$ cat src/hw/rtl/i2cms_pkg.sv
`timescale 1ns / 1ps
package i2cms_pkg;

  // largest accepted byte count
  localparam int unsigned MAX_COUNT = 255;

  // command codes
  localparam logic [1:0] OP_START_WR = 2'd0;
  localparam logic [1:0] OP_START_RD = 2'd1;
  localparam logic [1:0] OP_EVENT    = 2'd2;
  localparam logic [1:0] OP_ABORT    = 2'd3;

  // engine status codes
  localparam logic [7:0] SC_START      = 8'h08;
  localparam logic [7:0] SC_RESTART    = 8'h10;
  localparam logic [7:0] SC_SLAW_ACK   = 8'h18;
  localparam logic [7:0] SC_SLAW_NACK  = 8'h20;
  localparam logic [7:0] SC_DATW_ACK   = 8'h28;
  localparam logic [7:0] SC_DATW_NACK  = 8'h30;
  localparam logic [7:0] SC_ARB_LOST   = 8'h38;
  localparam logic [7:0] SC_SLAR_ACK   = 8'h40;
  localparam logic [7:0] SC_SLAR_NACK  = 8'h48;
  localparam logic [7:0] SC_DATR_ACK   = 8'h50;
  localparam logic [7:0] SC_DATR_NACK  = 8'h58;

  // control set bits
  localparam logic [3:0] SET_EN  = 4'b0001;
  localparam logic [3:0] SET_STA = 4'b0010;
  localparam logic [3:0] SET_STO = 4'b0100;
  localparam logic [3:0] SET_AA  = 4'b1000;

  // control clear bits
  localparam logic [3:0] CLR_EN  = 4'b0001;
  localparam logic [3:0] CLR_STA = 4'b0010;
  localparam logic [3:0] CLR_SI  = 4'b0100;
  localparam logic [3:0] CLR_AA  = 4'b1000;

  // retry timer commands
  localparam logic [1:0] RT_NONE  = 2'd0;
  localparam logic [1:0] RT_START = 2'd1;
  localparam logic [1:0] RT_STOP  = 2'd2;

  typedef enum logic [1:0] {
    ST_OK   = 2'd0,
    ST_BUSY = 2'd1,
    ST_ERR  = 2'd2
  } xfer_status_t;

  typedef enum logic [1:0] {
    PH_DUMMY = 2'd0,
    PH_LOWER = 2'd1,
    PH_DATA  = 2'd2,
    PH_DONE  = 2'd3
  } phase_t;

  typedef struct packed {
    logic [1:0]  op;
    logic [7:0]  slave_addr;
    logic [15:0] mem_addr;
    logic        addr_wide;
    logic [7:0]  byte_count;
    logic [7:0]  status_code;
    logic [7:0]  received_byte;
    logic [7:0]  next_write_byte;
    logic        retry_expired;
  } in_item_t;

  typedef struct packed {
    logic        load_data;
    logic [7:0]  tx_byte;
    logic [3:0]  set_mask;
    logic [3:0]  clear_mask;
    logic [1:0]  retry_timer_cmd;
    logic        write_byte_used;
    logic        read_valid;
    logic [7:0]  read_byte;
    logic [1:0]  xfer_status;
    logic        rejected;
  } out_item_t;

  // transfer context kept between items
  typedef struct packed {
    logic         is_read;
    phase_t       phase;
    xfer_status_t status;
    logic [7:0]   remaining;
    logic [7:0]   target_addr;
    logic [15:0]  memory_addr;
    logic         wide_addr;
  } seq_state_t;

endpackage

$ cat src/hw/rtl/i2cms_if.sv
`timescale 1ns / 1ps
// command channel
interface i2cms_in_if;
  import i2cms_pkg::*;
  logic     valid;
  logic     ready;
  in_item_t data;
  modport source (output valid, output data, input ready);
  modport sink   (input valid, input data, output ready);
endinterface

// result channel
interface i2cms_out_if;
  import i2cms_pkg::*;
  logic      valid;
  logic      ready;
  out_item_t data;
  modport source (output valid, output data, input ready);
  modport sink   (input valid, input data, output ready);
endinterface

$ cat src/hw/rtl/i2cms_step.sv
`timescale 1ns / 1ps
module i2cms_step (
  input  i2cms_pkg::in_item_t   item,
  input  i2cms_pkg::seq_state_t st,
  output i2cms_pkg::seq_state_t st_next,
  output i2cms_pkg::out_item_t  res
);
  import i2cms_pkg::*;

  logic       sla_rd;
  logic [7:0] rem_dec;

  // read address goes out only after the dummy write
  assign sla_rd  = st.is_read && (st.phase != PH_DUMMY);
  assign rem_dec = (st.remaining != 8'd0) ? st.remaining - 8'd1 : 8'd0;

  always_comb begin
    res     = '0;
    st_next = st;
    if ((item.op == OP_START_WR) || (item.op == OP_START_RD)) begin
      // start command
      if ((item.byte_count == 8'd0) || ({1'b0, item.byte_count} > 9'(MAX_COUNT)) ||
          (st.status == ST_BUSY)) begin
        res.rejected = 1'b1;
      end else begin
        st_next.is_read     = (item.op == OP_START_RD);
        st_next.phase       = PH_DUMMY;
        st_next.remaining   = item.byte_count;
        st_next.target_addr = item.slave_addr;
        st_next.memory_addr = item.mem_addr;
        st_next.wide_addr   = item.addr_wide;
        st_next.status      = ST_BUSY;
        res.set_mask        = SET_EN | SET_STA;
        res.clear_mask      = CLR_EN | CLR_STA | CLR_SI | CLR_AA;
      end
    end else if (st.status == ST_BUSY) begin
      if (item.op == OP_ABORT) begin
        res.set_mask   = SET_STO;
        res.clear_mask = CLR_SI;
        st_next.status = ST_ERR;
      end else begin
        // bus status event
        unique case (item.status_code)
          SC_START, SC_RESTART: begin
            res.load_data  = 1'b1;
            res.tx_byte    = {st.target_addr[7:1], sla_rd};
            res.set_mask   = SET_AA;
            res.clear_mask = CLR_STA | CLR_SI;
            if ((item.status_code == SC_START) && !sla_rd) begin
              res.retry_timer_cmd = RT_START;
            end
          end
          SC_SLAW_ACK: begin
            res.retry_timer_cmd = RT_STOP;
            res.load_data       = 1'b1;
            res.set_mask        = SET_AA;
            res.clear_mask      = CLR_SI;
            if (st.wide_addr) begin
              res.tx_byte   = st.memory_addr[15:8];
              st_next.phase = PH_LOWER;
            end else begin
              res.tx_byte   = st.memory_addr[7:0];
              st_next.phase = PH_DATA;
            end
          end
          SC_SLAW_NACK: begin
            if (item.retry_expired) begin
              res.retry_timer_cmd = RT_STOP;
              res.set_mask        = SET_STO;
              res.clear_mask      = CLR_SI;
              st_next.status      = ST_ERR;
            end else begin
              res.set_mask   = SET_STA | SET_AA;
              res.clear_mask = CLR_SI;
            end
          end
          SC_DATW_ACK: begin
            unique case (st.phase)
              PH_LOWER: begin
                res.load_data  = 1'b1;
                res.tx_byte    = st.memory_addr[7:0];
                res.set_mask   = SET_AA;
                res.clear_mask = CLR_SI;
                st_next.phase  = PH_DATA;
              end
              PH_DATA: begin
                if (st.is_read) begin
                  res.set_mask   = SET_STA;
                  res.clear_mask = CLR_SI;
                end else if (st.remaining != 8'd0) begin
                  res.load_data       = 1'b1;
                  res.tx_byte         = item.next_write_byte;
                  res.write_byte_used = 1'b1;
                  res.set_mask        = SET_AA;
                  res.clear_mask      = CLR_SI;
                  st_next.remaining   = rem_dec;
                end else begin
                  res.set_mask   = SET_STO;
                  res.clear_mask = CLR_SI;
                  st_next.phase  = PH_DONE;
                  st_next.status = ST_OK;
                end
              end
              PH_DONE: begin
                res.set_mask   = SET_STO;
                res.clear_mask = CLR_SI;
                st_next.status = ST_OK;
              end
              PH_DUMMY: begin
                res.set_mask   = SET_STO;
                res.clear_mask = CLR_SI;
                st_next.status = ST_ERR;
              end
              default: ;
            endcase
          end
          SC_ARB_LOST: begin
            res.set_mask   = SET_STA | SET_AA;
            res.clear_mask = CLR_SI;
            st_next.status = ST_ERR;
          end
          SC_SLAR_ACK: begin
            // a lone byte is nacked
            if (st.remaining == 8'd1) begin
              res.clear_mask = CLR_SI | CLR_AA;
            end else begin
              res.set_mask   = SET_AA;
              res.clear_mask = CLR_SI;
            end
          end
          SC_DATR_ACK: begin
            res.read_valid    = 1'b1;
            res.read_byte     = item.received_byte;
            st_next.remaining = rem_dec;
            if (rem_dec == 8'd1) begin
              res.clear_mask = CLR_SI | CLR_AA;
            end else if (rem_dec == 8'd0) begin
              res.set_mask   = SET_STO;
              res.clear_mask = CLR_SI;
              st_next.status = ST_OK;
            end else begin
              res.set_mask   = SET_AA;
              res.clear_mask = CLR_SI;
            end
          end
          SC_DATR_NACK: begin
            res.read_valid    = 1'b1;
            res.read_byte     = item.received_byte;
            st_next.remaining = 8'd0;
            res.set_mask      = SET_STO;
            res.clear_mask    = CLR_SI;
            st_next.status    = ST_OK;
          end
          default: begin
            // data nack, address nack on read, unknown code
            res.set_mask   = SET_STO;
            res.clear_mask = CLR_SI;
            st_next.status = ST_ERR;
          end
        endcase
      end
    end
    res.xfer_status = st_next.status;
  end

endmodule

$ cat src/hw/rtl/i2c_master_eeprom_sequencer.sv
`timescale 1ns / 1ps
// I2C memory-transfer sequencer: each command or engine status event on cmd
// yields exactly one control word on res. Throughput is one item per clock
// while res does not stall; an item passes an input register and then the
// result register, with the transfer context updated as the item moves from
// one to the other, so an item always sees the context left by the item
// before it. A stalled result stage holds the input stage, and cmd keeps
// taking items while either stage has room.
module i2c_master_eeprom_sequencer (
  input logic        clk,
  input logic        rst,
  i2cms_in_if.sink   cmd,
  i2cms_out_if.source res
);
  import i2cms_pkg::*;

  logic       in_valid;
  in_item_t   in_item;
  seq_state_t st;
  seq_state_t st_next;
  out_item_t  step_res;
  logic       out_valid;
  out_item_t  out_item;
  logic       advance;

  // input stage moves on when the result register is free or being taken
  assign advance   = in_valid && (!out_valid || res.ready);
  assign cmd.ready = !in_valid || advance;
  assign res.valid = out_valid;
  assign res.data  = out_item;

  i2cms_step u_step (
    .item    (in_item),
    .st      (st),
    .st_next (st_next),
    .res     (step_res)
  );

  // input register
  always_ff @(posedge clk) begin
    if (rst) begin
      in_valid <= 1'b0;
    end else if (cmd.ready) begin
      in_valid <= cmd.valid;
    end
    if (cmd.valid && cmd.ready) begin
      in_item <= cmd.data;
    end
  end

  // transfer context
  always_ff @(posedge clk) begin
    if (rst) begin
      st.is_read     <= 1'b0;
      st.phase       <= PH_DUMMY;
      st.status      <= ST_OK;
      st.remaining   <= 8'd0;
      st.target_addr <= 8'd0;
      st.memory_addr <= 16'd0;
      st.wide_addr   <= 1'b0;
    end else if (advance) begin
      st <= st_next;
    end
  end

  // result register
  always_ff @(posedge clk) begin
    if (rst) begin
      out_valid <= 1'b0;
    end else if (advance) begin
      out_valid <= 1'b1;
    end else if (res.ready) begin
      out_valid <= 1'b0;
    end
    if (advance) begin
      out_item <= step_res;
    end
  end

endmodule
$ cat src/flat_wrapper.sv
// flat-port wrapper written by rule: the top's interface ports become plain ports
module i2c_master_eeprom_sequencer_flat import i2cms_pkg::*;
  (clk, rst, cmd_valid, cmd_data, cmd_ready, res_valid, res_data, res_ready);
  i2cms_in_if cmd_i ();
  i2cms_out_if res_i ();
  input logic clk;
  input logic rst;
  input wire logic [$bits(cmd_i.valid)-1:0] cmd_valid;
  input wire logic [$bits(cmd_i.data)-1:0] cmd_data;
  output wire logic [$bits(cmd_i.ready)-1:0] cmd_ready;
  output wire logic [$bits(res_i.valid)-1:0] res_valid;
  output wire logic [$bits(res_i.data)-1:0] res_data;
  input wire logic [$bits(res_i.ready)-1:0] res_ready;
  assign cmd_i.valid = cmd_valid;
  assign cmd_i.data = cmd_data;
  assign cmd_ready = cmd_i.ready;
  assign res_valid = res_i.valid;
  assign res_data = res_i.data;
  assign res_i.ready = res_ready;
  i2c_master_eeprom_sequencer u_core (.clk(clk), .rst(rst), .cmd(cmd_i), .res(res_i));
endmodule
$ cat config.mk
export PLATFORM = sky130hd
export DESIGN_NAME = i2c_master_eeprom_sequencer_flat
export DESIGN_NICKNAME = d
export VERILOG_FILES = /design/src/hw/rtl/i2cms_pkg.sv /design/src/hw/rtl/i2cms_if.sv /design/src/hw/rtl/i2cms_step.sv /design/src/hw/rtl/i2c_master_eeprom_sequencer.sv /design/src/flat_wrapper.sv
export SDC_FILE = /design/constraint.sdc
export NUM_CORES = 1
export LEC_CHECK = 0
export BUFFER_PORTS_ARGS = -buffer_cell sky130_fd_sc_hd__buf_2
export CAP_MARGIN = 20
export CORE_MARGIN = 1.5
export CORE_UTILIZATION = 37
export DETAILED_ROUTE_END_ITERATION = 7
export PLACE_DENSITY = 0.62
export REMOVE_ABC_BUFFERS = 1
export SYNTH_ARGS = -nofsm -noshare
export SYNTH_HDL_FRONTEND = slang
export SYNTH_HIERARCHICAL = 1
export SYNTH_SLANG_ARGS = --single-unit
$ cat constraint.sdc
create_clock -name clk -period 4.1 [get_ports clk]
set_input_delay 0.41 -clock clk [delete_from_list [all_inputs] [get_ports clk]]
set_output_delay 0.41 -clock clk [all_outputs]
set_load 0.1 [all_outputs]
Yosys cells after proc, flatten, opt, wreduce, memory -nomap -nowiden
Cells that the tools add are included.
Cells by class
  add/sub/neg operators: 1
  equality and inequality tests: 25
  muxes and demuxes: 51
  bitwise gates (word level): 5
  reductions and logical operators: 31
Operators with widths (number)
  8-bit 2-to-1 mux: 11
  8-bit one-hot mux with 7 select lines: 1
  12-bit 2-to-1 mux: 4
  8-bit one-hot mux with 3 select lines: 2
  37-bit 2-to-1 mux: 1
  9-bit 2-to-1 mux: 3
  9-bit one-hot mux with 3 select lines: 1
  8-bit by 6-bit equality test with 1-bit output (second input constant): 3
  8-bit by 7-bit equality test with 1-bit output (second input constant): 3
  20-bit 2-to-1 mux: 1
  4-bit 2-to-1 mux: 5
  9-bit one-hot mux with 2 select lines: 1
  8-bit by 1-bit equality test with 1-bit output (second input constant): 2
  8-bit by 5-bit equality test with 1-bit output (second input constant): 2
  8-bit logical NOT: 2
  8-bit AND reduction: 2
  2-bit 2-to-1 mux: 7
  2-bit one-hot mux with 3 select lines: 2
  2-bit one-hot mux with 5 select lines: 1
  8-bit by 4-bit equality test with 1-bit output (second input constant): 1
  1-bit 2-to-1 mux: 8
  4-bit inequality test (second input constant): 2
  2-bit one-hot mux with 2 select lines: 2
  8-bit nonzero test: 1
  21 further kinds: 45
Word-level totals
  bits in registers: 132
  logic and storage cells: 141

Logic depth before layout (Yosys ltp)
  word-level depth: 9
  gate-level depth with buffers: 12
  depth with buffers taken out: 11

Hierarchy
The synthesis kept the hierarchy.
Modules (own cells, without submodules)
  i2c_master_eeprom_sequencer: times used 1, cells an instance 267, area each 4550.6 sq um, sequential area each 3563.4 sq um
  i2cms_step: times used 1, cells an instance 306, area each 1870.5 sq um, sequential area each 0.0 sq um

Worst setup path before layout
No wires, ideal clock.
  kind: register -> register
  from: register u_core.out_valid (netlist: u_core/res.valid)
  to: register u_core/in_item[0] (netlist bit) (enable)
  setup time: 0.498 ns
  arrival time: 3.862 ns
  required time: 3.602 ns
  slack: -0.259 ns
  stages on the path, launching flop included: 3
  path buffers: 0
  path through: dfxtp_1 -> nor2b_4 -> a21oi_1
Between the ends
  longest elaborated chain between the ends: 5
Ends and longest elaborated chain
  start: declaration: RTL line i2c_master_eeprom_sequencer.sv:22  | logic out_valid;
  start signal: assignment: RTL line i2c_master_eeprom_sequencer.sv:69  | out_valid <= 1'b0;
  start signal: assignment: RTL line i2c_master_eeprom_sequencer.sv:71  | out_valid <= 1'b1;
  start signal: assignment: RTL line i2c_master_eeprom_sequencer.sv:73  | out_valid <= 1'b0;
  1-bit logical NOT: RTL line i2c_master_eeprom_sequencer.sv:27  | assign advance = in_valid && (!out_valid || res.ready);
  1-bit logical OR: RTL line i2c_master_eeprom_sequencer.sv:27
  1-bit logical AND: RTL line i2c_master_eeprom_sequencer.sv:27
  1-bit logical OR: RTL line i2c_master_eeprom_sequencer.sv:28  | assign cmd.ready = !in_valid || advance;
  1-bit logical AND: RTL line i2c_master_eeprom_sequencer.sv:46  | if (cmd.valid && cmd.ready) begin
  end signal: assignment: RTL line i2c_master_eeprom_sequencer.sv:47  | in_item <= cmd.data;
  end: declaration: RTL line i2c_master_eeprom_sequencer.sv:18  | in_item_t in_item;
Every way passes these cells.
A chain may end at the register's enable or synchronous reset.

==> results.ini <==
[critical_path]
timing.critical_path.arrival_ns=2.75
reg2reg_setup_slack_ns=1.61
timing.critical_path.cells=nor4_1 -> and3_1 -> inv_2 -> ha_1 -> o221ai_1 -> a21oi_1 -> o21bai_1 -> o2111ai_1 -> nand2b_1 -> mux2i_1
end_kind=flop
cp_data_required_time_ns=4.37
cp-start-kind=flop
path_class=reg -> reg
slowest_library_cell_on_the_worst_path=dfxtp_1
critical_path_peak_fanout=9
timing.critical_path.slowest_cell_delay_ns=0.41

[route]
detail_route.iter0.violations=232
drt-total-wl_mm=13.9
via_density=5.02
dr_total_vias=4446
routedWlPerCell_um=15.7
route.detailed.drc=0
drtAntennaViolNets=0
drt_pass1_iterations=6

[floorplanning]
row_cnt=47
io_pins=98
die_h_um=134
start_util=0.381
floorplan.core_area_um2=16600
die_width_um=134
die-area_um2=17900

[sta]
report.final.hold_viol_count=0
unrepaired_setup_endpoints_after_global_routing=no
setup-violations-final=0
max_freq_mhz=402
timing.final.max_slew_violations=0
worst-slew-pin-transition_ns=1.03
post-route-period-util=0.607
timing.max_slew.rel_slack=0.314
clock-skew-final_ns=0.00956
period_minus_slack_ns=2.49
tns_ns=0
hold_slack_ns=0.161
fin_ws_ns=1.61

[cts]
ctsHtreeMaxLevel=4
clock_latency_ns=0.42
clock_tree_from_tritoncts=yes
post-cts-setup-buffers=0
cts_sinks=130
cts_clk_pin_slew_worst_paths_ns=0.06
numCtsBuffers=17
cts_hold_buffers=0
cts_root_buf=clkbuf_16
ctsResizeCount=0
clk_path_buf_depth=2

[synthesis]
ys.warnings.count=6
post_synth_inst_count=565
post_synth.cell_area_avg_um2=11.2
syn-cell-area_um2=6340

[min_path]
hold_path_class=in -> reg

[placement]
io_buffer_count=96
globalplace.congestion=0.859
place.detailed.hpwl_mm=9.51
detailed_place.area_um2=6980
place.detailed.instances=854
detailedPlace.worstSlack_ns=1.59

[finish]
drive_above_1_share=0.237
n_fill_cell=1532
final_net_count=725
final_cell_count_no_fill=886
area_of_all_placed_cells_without_fillers_um2=7500
layout_overhead_on_the_synthesized_area_pct=18.4
most_frequent_standard_cell_in_the_layout_excluding_fill_and_tap_cells=buf_2
mostFrequentLayoutCells=buf_2 (96), edfxtp_1 (91), nand2_1 (78)
antenna_cells=0

[global_route]
grt.overflow.total=0
grt_pass1_vias=4420
antenna_found_initial=0
grt_max_degree=77
grt_first_pass_wirelength_mm=22.4
globalRouteTotalUtil=0.161

[power_and_ir_drop]
peakVddDrop_mv=0.298
power_leakage_nw=2.80
power.density_cell_area_nw_per_um2=431

[job]
drv_cap=0

[outcome]
run_status=finished clean

worst max-delay path: cells and delay by family (launching register included):
family	cells	cell delay (ns)
fa+ha+maj	1	0.26
compound gates	4	0.63
mux	1	0.07
simple gates	3	0.84
flops	1	0.41
buf+inv	1	0.12
sequential cells by signal, indices dropped and copies added (netlist names):
name / flops
u_core/st: 37
u_core/res.data: 32
u_core/res.valid: 1
u_core/in_item: 59
u_core/in_valid: 1
metal layers:
layer | routed length (um) | part of all wire | up-vias | global-route usage
li1 | - | - | 2202 | -
met1 | 6290 | 0.45 | 2109 | 0.194
met2 | 6740 | 0.48 | 116 | 0.275
met3 | 653 | 0.047 | 19 | 0.0431
met4 | 225 | 0.016 | 0 | 0.0616
met5 | 0 | 0 | - | 0
through the flow:
| step | total power [W] | utilization |
|---|---|---|
| after floorplan | 0.00181 | - |
| after global placement | 0.00190 | 0.419 |
| after detailed placement | 0.00191 | 0.419 |
| after CTS | 0.00328 | 0.451 |
| after global routing | 0.00337 | 0.451 |
| final | 0.00324 | 0.451 |
cell type report:
cell class / count / area [um2] / area share
Multi-Input combinational cell: 390 / 2610 / 0.348
Inverter: 14 / 52.6 / 0.00700
Timing Repair Buffer: 100 / 523 / 0.0697
Clock buffer: 23 / 458 / 0.0610
Tap cell: 220 / 275 / 0.0367
Clock inverter: 9 / 67.6 / 0.00901
Sequential cell: 130 / 3510 / 0.468
power by group:
group,internal (W),switching [W],total [W]
combinational,0.000115,0.000250,0.000365
clock,0.000835,0.000517,0.00135
sequential,0.00148,0.0000431,0.00152
total,0.00243,0.000810,0.00324
path summary, 6_finish.rpt:
check / end / from / cells past startpoint
worst min register to register: u_core/st[12] / u_core/st[12] / 2
worst max register to register: u_core/st[33] / u_core/st[27] / 10
worst max-delay path: u_core/st[33] / u_core/st[27] / 10
worst min-delay path: u_core/in_item[51] / cmd_data[51] / 1
Note: power is estimated with default switching activity, not from simulation.
